[src/hdl/rle565_pkg.sv]
// shared types and constants of the rgb565 run-length encoder
package rle565_pkg;

   localparam int PixelW    = 16;
   localparam int CountW    = 16;
   localparam int KindW     = 2;
   localparam int BytesW    = 28;
   localparam int DimW      = 13;
   localparam int CsrIndexW = 2;
   localparam int SeenW     = 24;
   localparam int TotalW    = 2 * DimW;

   localparam logic [DimW-1:0]   DimMax      = DimW'(4096);
   localparam logic [DimW-1:0]   DimMin      = DimW'(1);
   localparam logic [DimW-1:0]   WidthReset  = DimW'(480);
   localparam logic [DimW-1:0]   HeightReset = DimW'(320);
   localparam logic [CountW-1:0] RunLimit    = 16'hffff;

   typedef enum logic [KindW-1:0] {
      KIND_PIXEL = 2'd0,
      KIND_COUNT = 2'd1,
      KIND_TERM  = 2'd2
   } word_kind_type;

   typedef enum logic [CsrIndexW-1:0] {
      CSR_FRAME_WIDTH  = 2'd0,
      CSR_FRAME_HEIGHT = 2'd1
   } csr_index_type;

   // out-of-range dimension writes: zero becomes one, anything above the max saturates
   function automatic logic [DimW-1:0] clamp_dim(input logic [DimW-1:0] d);
      logic [DimW-1:0] r;
      if (d == '0) begin
         r = DimMin;
      end else if (d > DimMax) begin
         r = DimMax;
      end else begin
         r = d;
      end
      return r;
   endfunction

endpackage

[src/hdl/rle565_if.sv]
// valid/ready channel interfaces of the rgb565 run-length encoder

interface rle565_pix_if;
   logic                          valid;
   logic                          ready;
   logic [rle565_pkg::PixelW-1:0] pixel_value;

   modport source (output valid, output pixel_value, input ready);
   modport sink   (input valid, input pixel_value, output ready);
endinterface

interface rle565_word_if;
   logic                          valid;
   logic                          ready;
   logic [rle565_pkg::PixelW-1:0] out_word;
   rle565_pkg::word_kind_type     word_kind;
   logic                          last_word;
   logic [rle565_pkg::BytesW-1:0] encoded_bytes;

   modport source (output valid, output out_word, output word_kind, output last_word,
                   output encoded_bytes, input ready);
   modport sink   (input valid, input out_word, input word_kind, input last_word,
                   input encoded_bytes, output ready);
endinterface

interface rle565_csr_if;
   logic                             valid;
   logic                             ready;
   logic [rle565_pkg::CsrIndexW-1:0] index;
   logic [rle565_pkg::DimW-1:0]      data;

   modport source (output valid, output index, output data, input ready);
   modport sink   (input valid, input index, input data, output ready);
endinterface

[src/hdl/rgb565_run_length_encoder.sv]
// top level of the rgb565 run-length encoder
//
//  channel    dir  payload                                          transfer
//  req_chan   in   pixel_value[15:0]                                valid & ready
//  rsp_chan   out  out_word[15:0] word_kind[1:0] last_word          valid & ready
//                  encoded_bytes[27:0]
//  csr_chan   in   index[1:0] data[12:0]                            valid & ready
//
// a pixel waits in the input register; its words (none to four) are then built
// combinationally into the result register, which drains one word per cycle while
// rsp_chan is ready; the result port sets the sustained rate: one pixel per cycle while runs
// continue and no words are pending; a pixel that has words holds the next pixel in the
// input register until its last word is taken
// reset is synchronous; it clears run state and frame counters and sets dims to 480 x 320
// a stalled result port holds the result register and backs up through the input register
// csr_chan is always ready; writes land on the next edge

module rgb565_run_length_encoder (
   input  logic                 clock,
   input  logic                 reset,
   rle565_pix_if.sink           req_chan,
   rle565_word_if.source        rsp_chan,
   rle565_csr_if.sink           csr_chan
);

   import rle565_pkg::*;

   // configuration
   logic [DimW-1:0] width_ff,  width_in;
   logic [DimW-1:0] height_ff, height_in;

   // input register
   logic              a_valid_ff, a_valid_in;
   logic [PixelW-1:0] a_pixel_ff, a_pixel_in;

   // run state
   logic [PixelW-1:0] run_pixel_ff, run_pixel_in;
   logic [CountW-1:0] run_count_ff, run_count_in;
   logic              run_open_ff,  run_open_in;
   logic [SeenW-1:0]  seen_ff,      seen_in;
   logic [BytesW-1:0] bytes_ff,     bytes_in;

   // result register: slot 0 closing count, 1 new run value, 2 final count, 3 terminator
   logic [3:0]        b_mask_ff,  b_mask_in;
   logic [CountW-1:0] b_close_ff, b_close_in;
   logic [PixelW-1:0] b_value_ff, b_value_in;
   logic [CountW-1:0] b_final_ff, b_final_in;
   logic [BytesW-1:0] b_bytes_ff, b_bytes_in;

   // encode logic
   logic              same;
   logic              sat;
   logic [CountW-1:0] cnt_inc;
   logic              close_en;
   logic              value_en;
   logic              final_en;
   logic              frame_end;
   logic              open_after;
   logic [CountW-1:0] count_after;
   logic [PixelW-1:0] pixel_after;
   logic [SeenW:0]    seen_next;
   logic [TotalW-1:0] total;
   logic [2:0]        n_words;
   logic [BytesW-1:0] bytes_final;

   // handshake
   logic b_empty;
   logic b_one_left;
   logic rsp_fire;
   logic b_load;
   logic req_fire;

   assign b_empty    = (b_mask_ff == 4'b0000);
   assign b_one_left = ((b_mask_ff & (b_mask_ff - 4'd1)) == 4'b0000);
   assign rsp_fire   = rsp_chan.valid && rsp_chan.ready;
   assign b_load     = a_valid_ff && (b_empty || (rsp_fire && b_one_left));
   assign req_fire   = req_chan.valid && req_chan.ready;

   assign req_chan.ready = !a_valid_ff || b_load;
   assign csr_chan.ready = 1'b1;

   // configuration writes, unknown indexes ignored
   always_comb begin
      width_in  = width_ff;
      height_in = height_ff;
      if (csr_chan.valid) begin
         unique case (csr_chan.index)
            CSR_FRAME_WIDTH:  width_in  = clamp_dim(csr_chan.data);
            CSR_FRAME_HEIGHT: height_in = clamp_dim(csr_chan.data);
            default: ;
         endcase
      end
   end

   // input register
   always_comb begin
      a_valid_in = a_valid_ff;
      a_pixel_in = a_pixel_ff;
      if (b_load) begin
         a_valid_in = 1'b0;
      end
      if (req_fire) begin
         a_valid_in = 1'b1;
         a_pixel_in = req_chan.pixel_value;
      end
   end

   // one pixel against the open run
   always_comb begin
      same    = run_open_ff && (a_pixel_ff == run_pixel_ff);
      cnt_inc = run_count_ff + CountW'(1);
      sat     = same && (cnt_inc == RunLimit);

      // a differing pixel closes the open run; a saturated run closes at the limit
      close_en = same ? sat : run_open_ff;
      value_en = !same;

      open_after  = same ? !sat : 1'b1;
      count_after = same ? (sat ? '0 : cnt_inc) : CountW'(1);
      pixel_after = same ? run_pixel_ff : a_pixel_ff;

      total     = TotalW'(width_ff) * TotalW'(height_ff);
      seen_next = {1'b0, seen_ff} + (SeenW+1)'(1);
      frame_end = (TotalW'(seen_next) >= total);
      final_en  = frame_end && open_after;

      n_words = 3'(close_en) + 3'(value_en) + 3'(final_en) + 3'(frame_end);
      // two bytes per word, terminator included
      bytes_final = bytes_ff + BytesW'({n_words, 1'b0});
   end

   // state update and result register load
   always_comb begin
      run_pixel_in = run_pixel_ff;
      run_count_in = run_count_ff;
      run_open_in  = run_open_ff;
      seen_in      = seen_ff;
      bytes_in     = bytes_ff;
      b_mask_in    = b_mask_ff;
      b_close_in   = b_close_ff;
      b_value_in   = b_value_ff;
      b_final_in   = b_final_ff;
      b_bytes_in   = b_bytes_ff;

      // drop the word just taken
      if (rsp_fire) begin
         b_mask_in = b_mask_ff & (b_mask_ff - 4'd1);
      end

      if (b_load) begin
         b_mask_in  = {frame_end, final_en, value_en, close_en};
         b_close_in = same ? RunLimit : run_count_ff;
         b_value_in = a_pixel_ff;
         b_final_in = count_after;
         b_bytes_in = bytes_final;
         if (frame_end) begin
            // next frame starts clean
            run_pixel_in = '0;
            run_count_in = '0;
            run_open_in  = 1'b0;
            seen_in      = '0;
            bytes_in     = '0;
         end else begin
            run_pixel_in = pixel_after;
            run_count_in = count_after;
            run_open_in  = open_after;
            seen_in      = seen_next[SeenW-1:0];
            bytes_in     = bytes_final;
         end
      end
   end

   // output word is the lowest pending slot
   always_comb begin
      rsp_chan.valid         = !b_empty;
      rsp_chan.out_word      = '0;
      rsp_chan.word_kind     = KIND_TERM;
      rsp_chan.last_word     = 1'b0;
      rsp_chan.encoded_bytes = '0;
      if (b_mask_ff[0]) begin
         rsp_chan.out_word  = b_close_ff;
         rsp_chan.word_kind = KIND_COUNT;
      end else if (b_mask_ff[1]) begin
         rsp_chan.out_word  = b_value_ff;
         rsp_chan.word_kind = KIND_PIXEL;
      end else if (b_mask_ff[2]) begin
         rsp_chan.out_word  = b_final_ff;
         rsp_chan.word_kind = KIND_COUNT;
      end else if (b_mask_ff[3]) begin
         rsp_chan.last_word     = 1'b1;
         rsp_chan.encoded_bytes = b_bytes_ff;
      end
   end

   // control state
   always_ff @(posedge clock) begin
      if (reset) begin
         width_ff     <= WidthReset;
         height_ff    <= HeightReset;
         a_valid_ff   <= 1'b0;
         b_mask_ff    <= '0;
         run_pixel_ff <= '0;
         run_count_ff <= '0;
         run_open_ff  <= 1'b0;
         seen_ff      <= '0;
         bytes_ff     <= '0;
      end else begin
         width_ff     <= width_in;
         height_ff    <= height_in;
         a_valid_ff   <= a_valid_in;
         b_mask_ff    <= b_mask_in;
         run_pixel_ff <= run_pixel_in;
         run_count_ff <= run_count_in;
         run_open_ff  <= run_open_in;
         seen_ff      <= seen_in;
         bytes_ff     <= bytes_in;
      end
   end

   // payload registers
   always_ff @(posedge clock) begin
      a_pixel_ff <= a_pixel_in;
      b_close_ff <= b_close_in;
      b_value_ff <= b_value_in;
      b_final_ff <= b_final_in;
      b_bytes_ff <= b_bytes_in;
   end

endmodule

[src/flat_wrapper.sv]
// flat-port wrapper written by rule: the top's interface ports become plain ports
module rgb565_run_length_encoder_flat import rle565_pkg::*;
  (clock, reset, req_chan_valid, req_chan_pixel_value, req_chan_ready, rsp_chan_valid, rsp_chan_out_word, rsp_chan_word_kind, rsp_chan_last_word, rsp_chan_encoded_bytes, rsp_chan_ready, csr_chan_valid, csr_chan_index, csr_chan_data, csr_chan_ready);
  rle565_pix_if req_chan_i ();
  rle565_word_if rsp_chan_i ();
  rle565_csr_if csr_chan_i ();
  input  logic clock;
  input  logic reset;
  input wire logic [$bits(req_chan_i.valid)-1:0] req_chan_valid;
  input wire logic [$bits(req_chan_i.pixel_value)-1:0] req_chan_pixel_value;
  output wire logic [$bits(req_chan_i.ready)-1:0] req_chan_ready;
  output wire logic [$bits(rsp_chan_i.valid)-1:0] rsp_chan_valid;
  output wire logic [$bits(rsp_chan_i.out_word)-1:0] rsp_chan_out_word;
  output wire logic [$bits(rsp_chan_i.word_kind)-1:0] rsp_chan_word_kind;
  output wire logic [$bits(rsp_chan_i.last_word)-1:0] rsp_chan_last_word;
  output wire logic [$bits(rsp_chan_i.encoded_bytes)-1:0] rsp_chan_encoded_bytes;
  input wire logic [$bits(rsp_chan_i.ready)-1:0] rsp_chan_ready;
  input wire logic [$bits(csr_chan_i.valid)-1:0] csr_chan_valid;
  input wire logic [$bits(csr_chan_i.index)-1:0] csr_chan_index;
  input wire logic [$bits(csr_chan_i.data)-1:0] csr_chan_data;
  output wire logic [$bits(csr_chan_i.ready)-1:0] csr_chan_ready;
  assign req_chan_i.valid = req_chan_valid;
  assign req_chan_i.pixel_value = req_chan_pixel_value;
  assign req_chan_ready = req_chan_i.ready;
  assign rsp_chan_valid = rsp_chan_i.valid;
  assign rsp_chan_out_word = rsp_chan_i.out_word;
  assign rsp_chan_word_kind = rsp_chan_i.word_kind;
  assign rsp_chan_last_word = rsp_chan_i.last_word;
  assign rsp_chan_encoded_bytes = rsp_chan_i.encoded_bytes;
  assign rsp_chan_i.ready = rsp_chan_ready;
  assign csr_chan_i.valid = csr_chan_valid;
  assign csr_chan_i.index = csr_chan_index;
  assign csr_chan_i.data = csr_chan_data;
  assign csr_chan_ready = csr_chan_i.ready;
  rgb565_run_length_encoder u_core (.clock(clock), .reset(reset), .req_chan(req_chan_i), .rsp_chan(rsp_chan_i), .csr_chan(csr_chan_i));
endmodule
[config.mk]
export PLATFORM = sky130hd
export DESIGN_NAME = rgb565_run_length_encoder_flat
export DESIGN_NICKNAME = d
export VERILOG_FILES = /design/src/hdl/rle565_pkg.sv /design/src/hdl/rle565_if.sv /design/src/hdl/rgb565_run_length_encoder.sv /design/src/flat_wrapper.sv
export SDC_FILE = /design/constraint.sdc
export NUM_CORES = 1
export LEC_CHECK = 0
export BUFFER_PORTS_ARGS = -buffer_cell sky130_fd_sc_hd__clkbuf_2
export CORE_UTILIZATION = 45
export DETAILED_ROUTE_END_ITERATION = 12
export HOLD_SLACK_MARGIN = 0.02
export PLACE_DENSITY_LB_ADDON = 0.3
export SLEW_MARGIN = 20
export SYNTH_ARGS = -nofsm -noshare
export SYNTH_HDL_FRONTEND = slang
export SYNTH_SLANG_ARGS = --single-unit
[constraint.sdc]
create_clock -name clock -period 10.8 [get_ports clock]
set_input_delay 1.08 -clock clock [delete_from_list [all_inputs] [get_ports clock]]
set_output_delay 1.08 -clock clock [all_outputs]
set_load 0.05 [all_outputs]
---- Yosys cells after proc, flatten, opt, wreduce, memory -nomap -nowiden ----
Index checks and enable logic that the tools add are counted.
Widths: inputs -> output; s select.
storage, ports and cells
  memory bits (writable) .................. 0
  register bits ........................... 208
  memories ................................ 0
  bits in read-only memories .............. 0
  bits of input ports ..................... 36
  latch bits .............................. 0
cells by class
  muxes and demuxes ....................... 30
  divide/modulo/power cells ............... 0
  bitwise gates (word level) .............. 1
  shift-type cells ........................ 0
  reduce and logical (&&, ||, !) cells .... 22
  $lt $le $gt $ge ......................... 2
  eq/ne operators ......................... 4
  multiply operators ...................... 1
  $add $sub $neg .......................... 7
operator list
  cell                   number
  $mux 28                5
  $mux 16                8
  $add 28x4->28          1
  $ge 25x26->1           1
  $mul 13x13->26         1
  $mux 13                2
  $add 24x1->25 const B  1
  $mux 24                1
  $add 16x1->16 const B  1
  $eq 16x16->1           1
  $eq 16x16->1 const B   1
  $gt 13x13->1 const B   1
  $logic_not 13->1       1
  $mux 1                 9
  $logic_not 4->1        2
  $mux 4                 2
  $logic_and 1x1->1      7
  $add 3x1->3            2
  $mux 2                 3
  $reduce_and 2->1       3
  $and 4x4->4            1
  $logic_not 1->1        4
  $reduce_bool 2->1      2
  $sub 4x1->4 const B    1
  other kinds (5)        6

---- Depth between registers and ports, before layout ----
  depth after elaboration ................. 10
  depth in mapped cells ................... 41
  gate-level depth less buffers ........... 37

---- Worst setup path after synthesis ----
OpenSTA, ideal clock, no wires.
  path type ............................... flip-flop to flip-flop
  start ................................... register u_core.height_ff[6]
  end ..................................... register u_core.bytes_ff[26]
  buffers on the path ..................... 4
  data arrival time ....................... 8776 ps
  slack ................................... 1907 ps
  clock period less this slack ............ 8893 ps
  stages on the path, launching flop included .. 40
  library setup time ...................... 117 ps
  cells stage by stage .................... dfxtp_1 clkbuf_1 nand2_1 fa_1 fa_1 fa_1 inv_1 fa_1 inv_1 fa_1 inv_1 ha_1 o21ai_0 a221oi_1 o21ai_0 a21oi_1 o221ai_1 nand2b_1 (+4 left out) a21oi_1 nor3b_1 a211o_1 or2_1 buf_6 buf_6 inv_1 fa_1 ha_1 ha_1 a21o_1 a21oi_1 or4_1 clkbuf_1 nor2_1 nand2_1 xnor2_1 a32o_1
on the way
  cells in the longest elaborated chain, start to end .. 7
RTL lines
  element                     line                              text
  start: declaration          rgb565_run_length_encoder.sv:30   logic [DimW-1:0] height_ff, height_in;
  start signal: assignment    rgb565_run_length_encoder.sv:199  height_ff <= HeightReset;
  start signal: assignment    rgb565_run_length_encoder.sv:209  height_ff <= height_in;
  $mul 13x13->26 (*)          rgb565_run_length_encoder.sv:122  total = TotalW'(width_ff) * TotalW'(height_ff);
  $ge 25x26->1 (*)            rgb565_run_length_encoder.sv:124  frame_end = (TotalW'(seen_next) >= total);
  $logic_and 1x1->1           rgb565_run_length_encoder.sv:125  final_en = frame_end && open_after;
  $add 3x1->3                 rgb565_run_length_encoder.sv:127  n_words = 3'(close_en) + 3'(value_en) + 3'(final_en) + 3'(frame_end);
  $add 3x1->3 (*)             rgb565_run_length_encoder.sv:127
  $add 28x4->28 (*)           rgb565_run_length_encoder.sv:129  bytes_final = bytes_ff + BytesW'({n_words, 1'b0});
  via u_core.bytes_final[26]  rgb565_run_length_encoder.sv:64   logic [BytesW-1:0] bytes_final;
  $mux 28 (*)                 rgb565_run_length_encoder.sv:156  if (frame_end) begin
  end signal: assignment      rgb565_run_length_encoder.sv:216  bytes_ff <= bytes_in;
  end: declaration            rgb565_run_length_encoder.sv:41   logic [BytesW-1:0] bytes_ff, bytes_in;
The timed path passes the listed nets; every way through them passes the cells marked *.
A chain may end at the register's enable or synchronous reset.

---- Worst setup path after layout ----
  start ................................... register u_core.height_ff[6]
  end ..................................... register u_core.bytes_ff[22]
Same word-level chain as after synthesis.

==> impl_metrics.env <==
export IMPL_status="complete, no violations"
export IMPL_route_detailed_drc=0
export IMPL_critPathKind="flip-flop to flip-flop"
export IMPL_clkTransAtPathRegs_ns=0.06
export IMPL_startpoint="u_core.height_ff[6]$_SDFFE_PP1P_"
export IMPL_required_ns=11.22
export IMPL_p_int_mw=1.458
export IMPL_min_period_ns=9.827
export IMPL_grtUsageTotal=0.2016
export IMPL_via_count=12030
export IMPL_cp_end_kind="flip-flop"
export IMPL_skew_ns=0.01361
export IMPL_timing_final_crit_share=0.9099
export IMPL_totalWireLength_um=35960
export IMPL_cts_hold_buf=0
export IMPL_fin_cells=2221
export IMPL_core_um2=34710
export IMPL_grt_ovfl_total=0
export IMPL_timing_critical_path_mode_cell="fa_1"
export IMPL_synth_warnings=0
export IMPL_syn_area_per_cell_um2=9.250
export IMPL_root_buffer="clkbuf_16"
export IMPL_r2r_slack_ns=0.97
export IMPL_arrival_ns=10.25
export IMPL_grt_start_max_net_pins=82
export IMPL_syn_area_um2=15930
export IMPL_p_sw_uw=575.2
export IMPL_drtAntennaViolNets=0
export IMPL_p_comb_frac=0.168
export IMPL_hold_depth=2
export IMPL_wl_per_cell_um=16.19
export IMPL_cts_max_path_buffers=3
export IMPL_insertion_delay_ns=0.53
export IMPL_cts_buffers=23
export IMPL_nFillCells=3260
export IMPL_pin_count=86
export IMPL_cts_sink_count=206
export IMPL_max_vdd_ir_drop_mv=0.09693
export IMPL_drt_first_pass_iters=5
export IMPL_antennaDiodeCount=0
export IMPL_grt_pass1_wl_um=59800
export IMPL_place_inst=2179
export IMPL_power_density_nw_per_um2=116.9
export IMPL_slew_limit_headroom=0.3139
export IMPL_slowest_delay_ns=0.66
export IMPL_synthFlopType="dfxtp_1"
export IMPL_h_tree_depth=1
export IMPL_syn2layout_area_growth_pct=9.151
export IMPL_reg2reg_to="u_core.bytes_ff[22]$_SDFFE_PP0P_"
export IMPL_synthCells=1722
export IMPL_switching_share=0.2830
export IMPL_rows=68
export IMPL_die_y_um=190.1
export IMPL_seq_area_frac_synth=0.3161
export IMPL_layout_commonest_cell="nand2_1"
export IMPL_cp_max_fo=21
export IMPL_synth_edf_count=91
export IMPL_port_buffers=83
export IMPL_layout_drive_gt1_share=0.08664
export IMPL_r2r_start="u_core.height_ff[6]$_SDFFE_PP1P_"
export IMPL_layout_common_cells="nand2_1, inv_1, fa_1"
export IMPL_worst_pin_slew_ns=1.029
export IMPL_cts_tree="yes"
export IMPL_die_area_um2=36150
export IMPL_ys_ff_latch=206
export IMPL_cap_violations=0
export IMPL_hold_class="flip-flop to flip-flop"
export IMPL_place_congestion=0.8310
export IMPL_clock_fmax_ghz=0.1018
export IMPL_p_seq_frac=0.435
export IMPL_cts_resized=0
export IMPL_maxSlewViolCount=0
export IMPL_dieWidth_um=190.1
export IMPL_grt_pass1_vias=11860
export IMPL_finalHoldViolCount=0
export IMPL_reg2reg_depth=35
export IMPL_antenna_found_initial=0
export IMPL_rsz0062_at_grt="no"
export IMPL_start_util=0.4588
export IMPL_fin_nets=2011
export IMPL_endpoint="u_core.bytes_ff[22]$_SDFFE_PP0P_"
export IMPL_setup_tns_ns=0
export IMPL_synthesis_nets=1984
export IMPL_final_util=0.5008
export IMPL_cts_setup_buffers=0
export IMPL_cpMaxStageDelayCell="dfxtp_1"
export IMPL_drtIter0Drc=884
export IMPL_synth_cell_types=73
export IMPL_synth_async_reset_ratio=0
export IMPL_finalSetupViolCount=0
export IMPL_start_kind="flip-flop"
export IMPL_hpwl_um=26590
export IMPL_p_leak_nw=7.562
export IMPL_p_clk_frac=0.397
export IMPL_via_per_inst=5.415
export IMPL_total_power_mw=2.033
## metrics by stage
step	hold slack, ns	setup WS [ns]	area (um^2)
final	0.4878	0.9729	17390
after global routing	0.5117	0.3276	17390
after floorplan	0.4315	1.907	15930
after CTS	0.4962	1.026	17380
after global placement	0.4465	1.287	16580
after detailed placement	0.4814	1.116	16590
## cells by family after synthesis
kind of cell | Yosys count | share of synthesized area
fa+ha+maj | 227 | 0.2361
mux | 3 | 0.001885
buf+inv | 280 | 0.07172
flops | 206 | 0.3161
other cells | 2 | 0.0004715
simple gates | 630 | 0.2032
xor+xnor | 111 | 0.06104
compound gates | 263 | 0.1094
## worst min-delay path by stage
stage,end,slack [ns],from
floorplan,u_core.bytes_ff[1]$_SDFFE_PP0P_,0.43,u_core.bytes_ff[1]$_SDFFE_PP0P_
global placement,u_core.bytes_ff[1]$_SDFFE_PP0P_,0.45,u_core.bytes_ff[1]$_SDFFE_PP0P_
detailed placement,u_core.bytes_ff[1]$_SDFFE_PP0P_,0.48,u_core.bytes_ff[1]$_SDFFE_PP0P_
CTS,u_core.bytes_ff[1]$_SDFFE_PP0P_,0.50,u_core.bytes_ff[1]$_SDFFE_PP0P_
global route,u_core.bytes_ff[1]$_SDFFE_PP0P_,0.51,u_core.bytes_ff[1]$_SDFFE_PP0P_
finish,u_core.bytes_ff[1]$_SDFFE_PP0P_,0.49,u_core.bytes_ff[1]$_SDFFE_PP0P_
## flip-flops by register name, summed over array words and instances (netlist names), 16 cells and up
signal / flops
u_core.b_bytes_ff: 27
u_core.bytes_ff: 27
u_core.seen_ff: 24
u_core.a_pixel_ff: 16
u_core.b_close_ff: 16
u_core.b_final_ff: 16
u_core.b_value_ff: 16
u_core.run_count_ff: 16
u_core.run_pixel_ff: 16
## layout make-up
| type | count | area (um^2) | area share |
|---|---|---|---|
| repair buffers | 96 | 513.0 | 0.02951 |
| multi-input cells | 1236 | 9776 | 0.5623 |
| inverters | 186 | 699.4 | 0.04023 |
| well taps | 455 | 569.3 | 0.03275 |
| flip-flops and latches | 206 | 5036 | 0.2897 |
| clock inverters | 6 | 77.57 | 0.004462 |
| clock buffers | 36 | 714.4 | 0.04109 |
## per-layer routing
metal / vias up / GRT usage / share of wire
met3: 49 / 0.01789 / 0.037
met1: 5925 / 0.2781 / 0.46
li1: 5820 / - / -
met5: - / 0 / 0
met4: 0 / 0.04646 / 0.017
met2: 232 / 0.3421 / 0.49
## cells in the mapped netlist (all sizes together), types with 2 or more instances
cell | instances | share of area
o211ai | 28 | 0.013
ha | 103 | 0.081
nor2 | 91 | 0.021
dfxtp | 115 | 0.14
nand2b | 26 | 0.010
edfxtp | 91 | 0.17
and2 | 106 | 0.042
clkbuf | 69 | 0.016
nor3b | 25 | 0.012
conb | 2 | 0.00047
a21o | 5 | 0.0024
nand2 | 211 | 0.050
mux2i | 3 | 0.0019
and3 | 39 | 0.015
nor4 | 8 | 0.0041
o21bai | 2 | 0.00094
a32o | 23 | 0.014
nand3b | 8 | 0.0038
a22oi | 19 | 0.0090
o21ai | 77 | 0.024
xor2 | 42 | 0.023
a22o | 3 | 0.0016
a21boi | 3 | 0.0014
or2 | 5 | 0.0020
inv | 185 | 0.044
nor3 | 24 | 0.0079
and4 | 7 | 0.0038
a311oi | 2 | 0.0011
a21oi | 67 | 0.021
o41ai | 2 | 0.0016
a41o | 2 | 0.0013
xnor2 | 69 | 0.038
fa | 123 | 0.15
o21a | 7 | 0.0033
a211oi | 8 | 0.0038
buf | 25 | 0.012
o211a | 2 | 0.0013
nor2b | 18 | 0.0071
or4 | 6 | 0.0028
nand4 | 22 | 0.0086
or3 | 7 | 0.0027
nand3 | 21 | 0.0069
o221ai | 2 | 0.0011
## power groups by stage
stage,Combinational (mW),Clock (mW),Sequential [mW]
2_1_floorplan,0.271,0,0.883
3_3_place_gp,0.334,0,0.899
3_5_place_dp,0.341,0,0.901
4_1_cts,0.344,0.822,0.884
5_1_grt,0.384,0.854,0.888
6_report,0.341,0.807,0.884
## worst max-delay path, delay by kind of cell, from the launching register on
kind,cells,cell delay (ns)
AO/OA/AOI/OAI,13,2.69
XOR/XNOR,2,0.29
adder cells (fa/ha/maj),10,4.24
buffers and inverters,4,0.22
flip-flops,1,0.66
AND/OR/NAND/NOR,6,1.62
No activity file was read; power rests on OpenSTA's default activity.
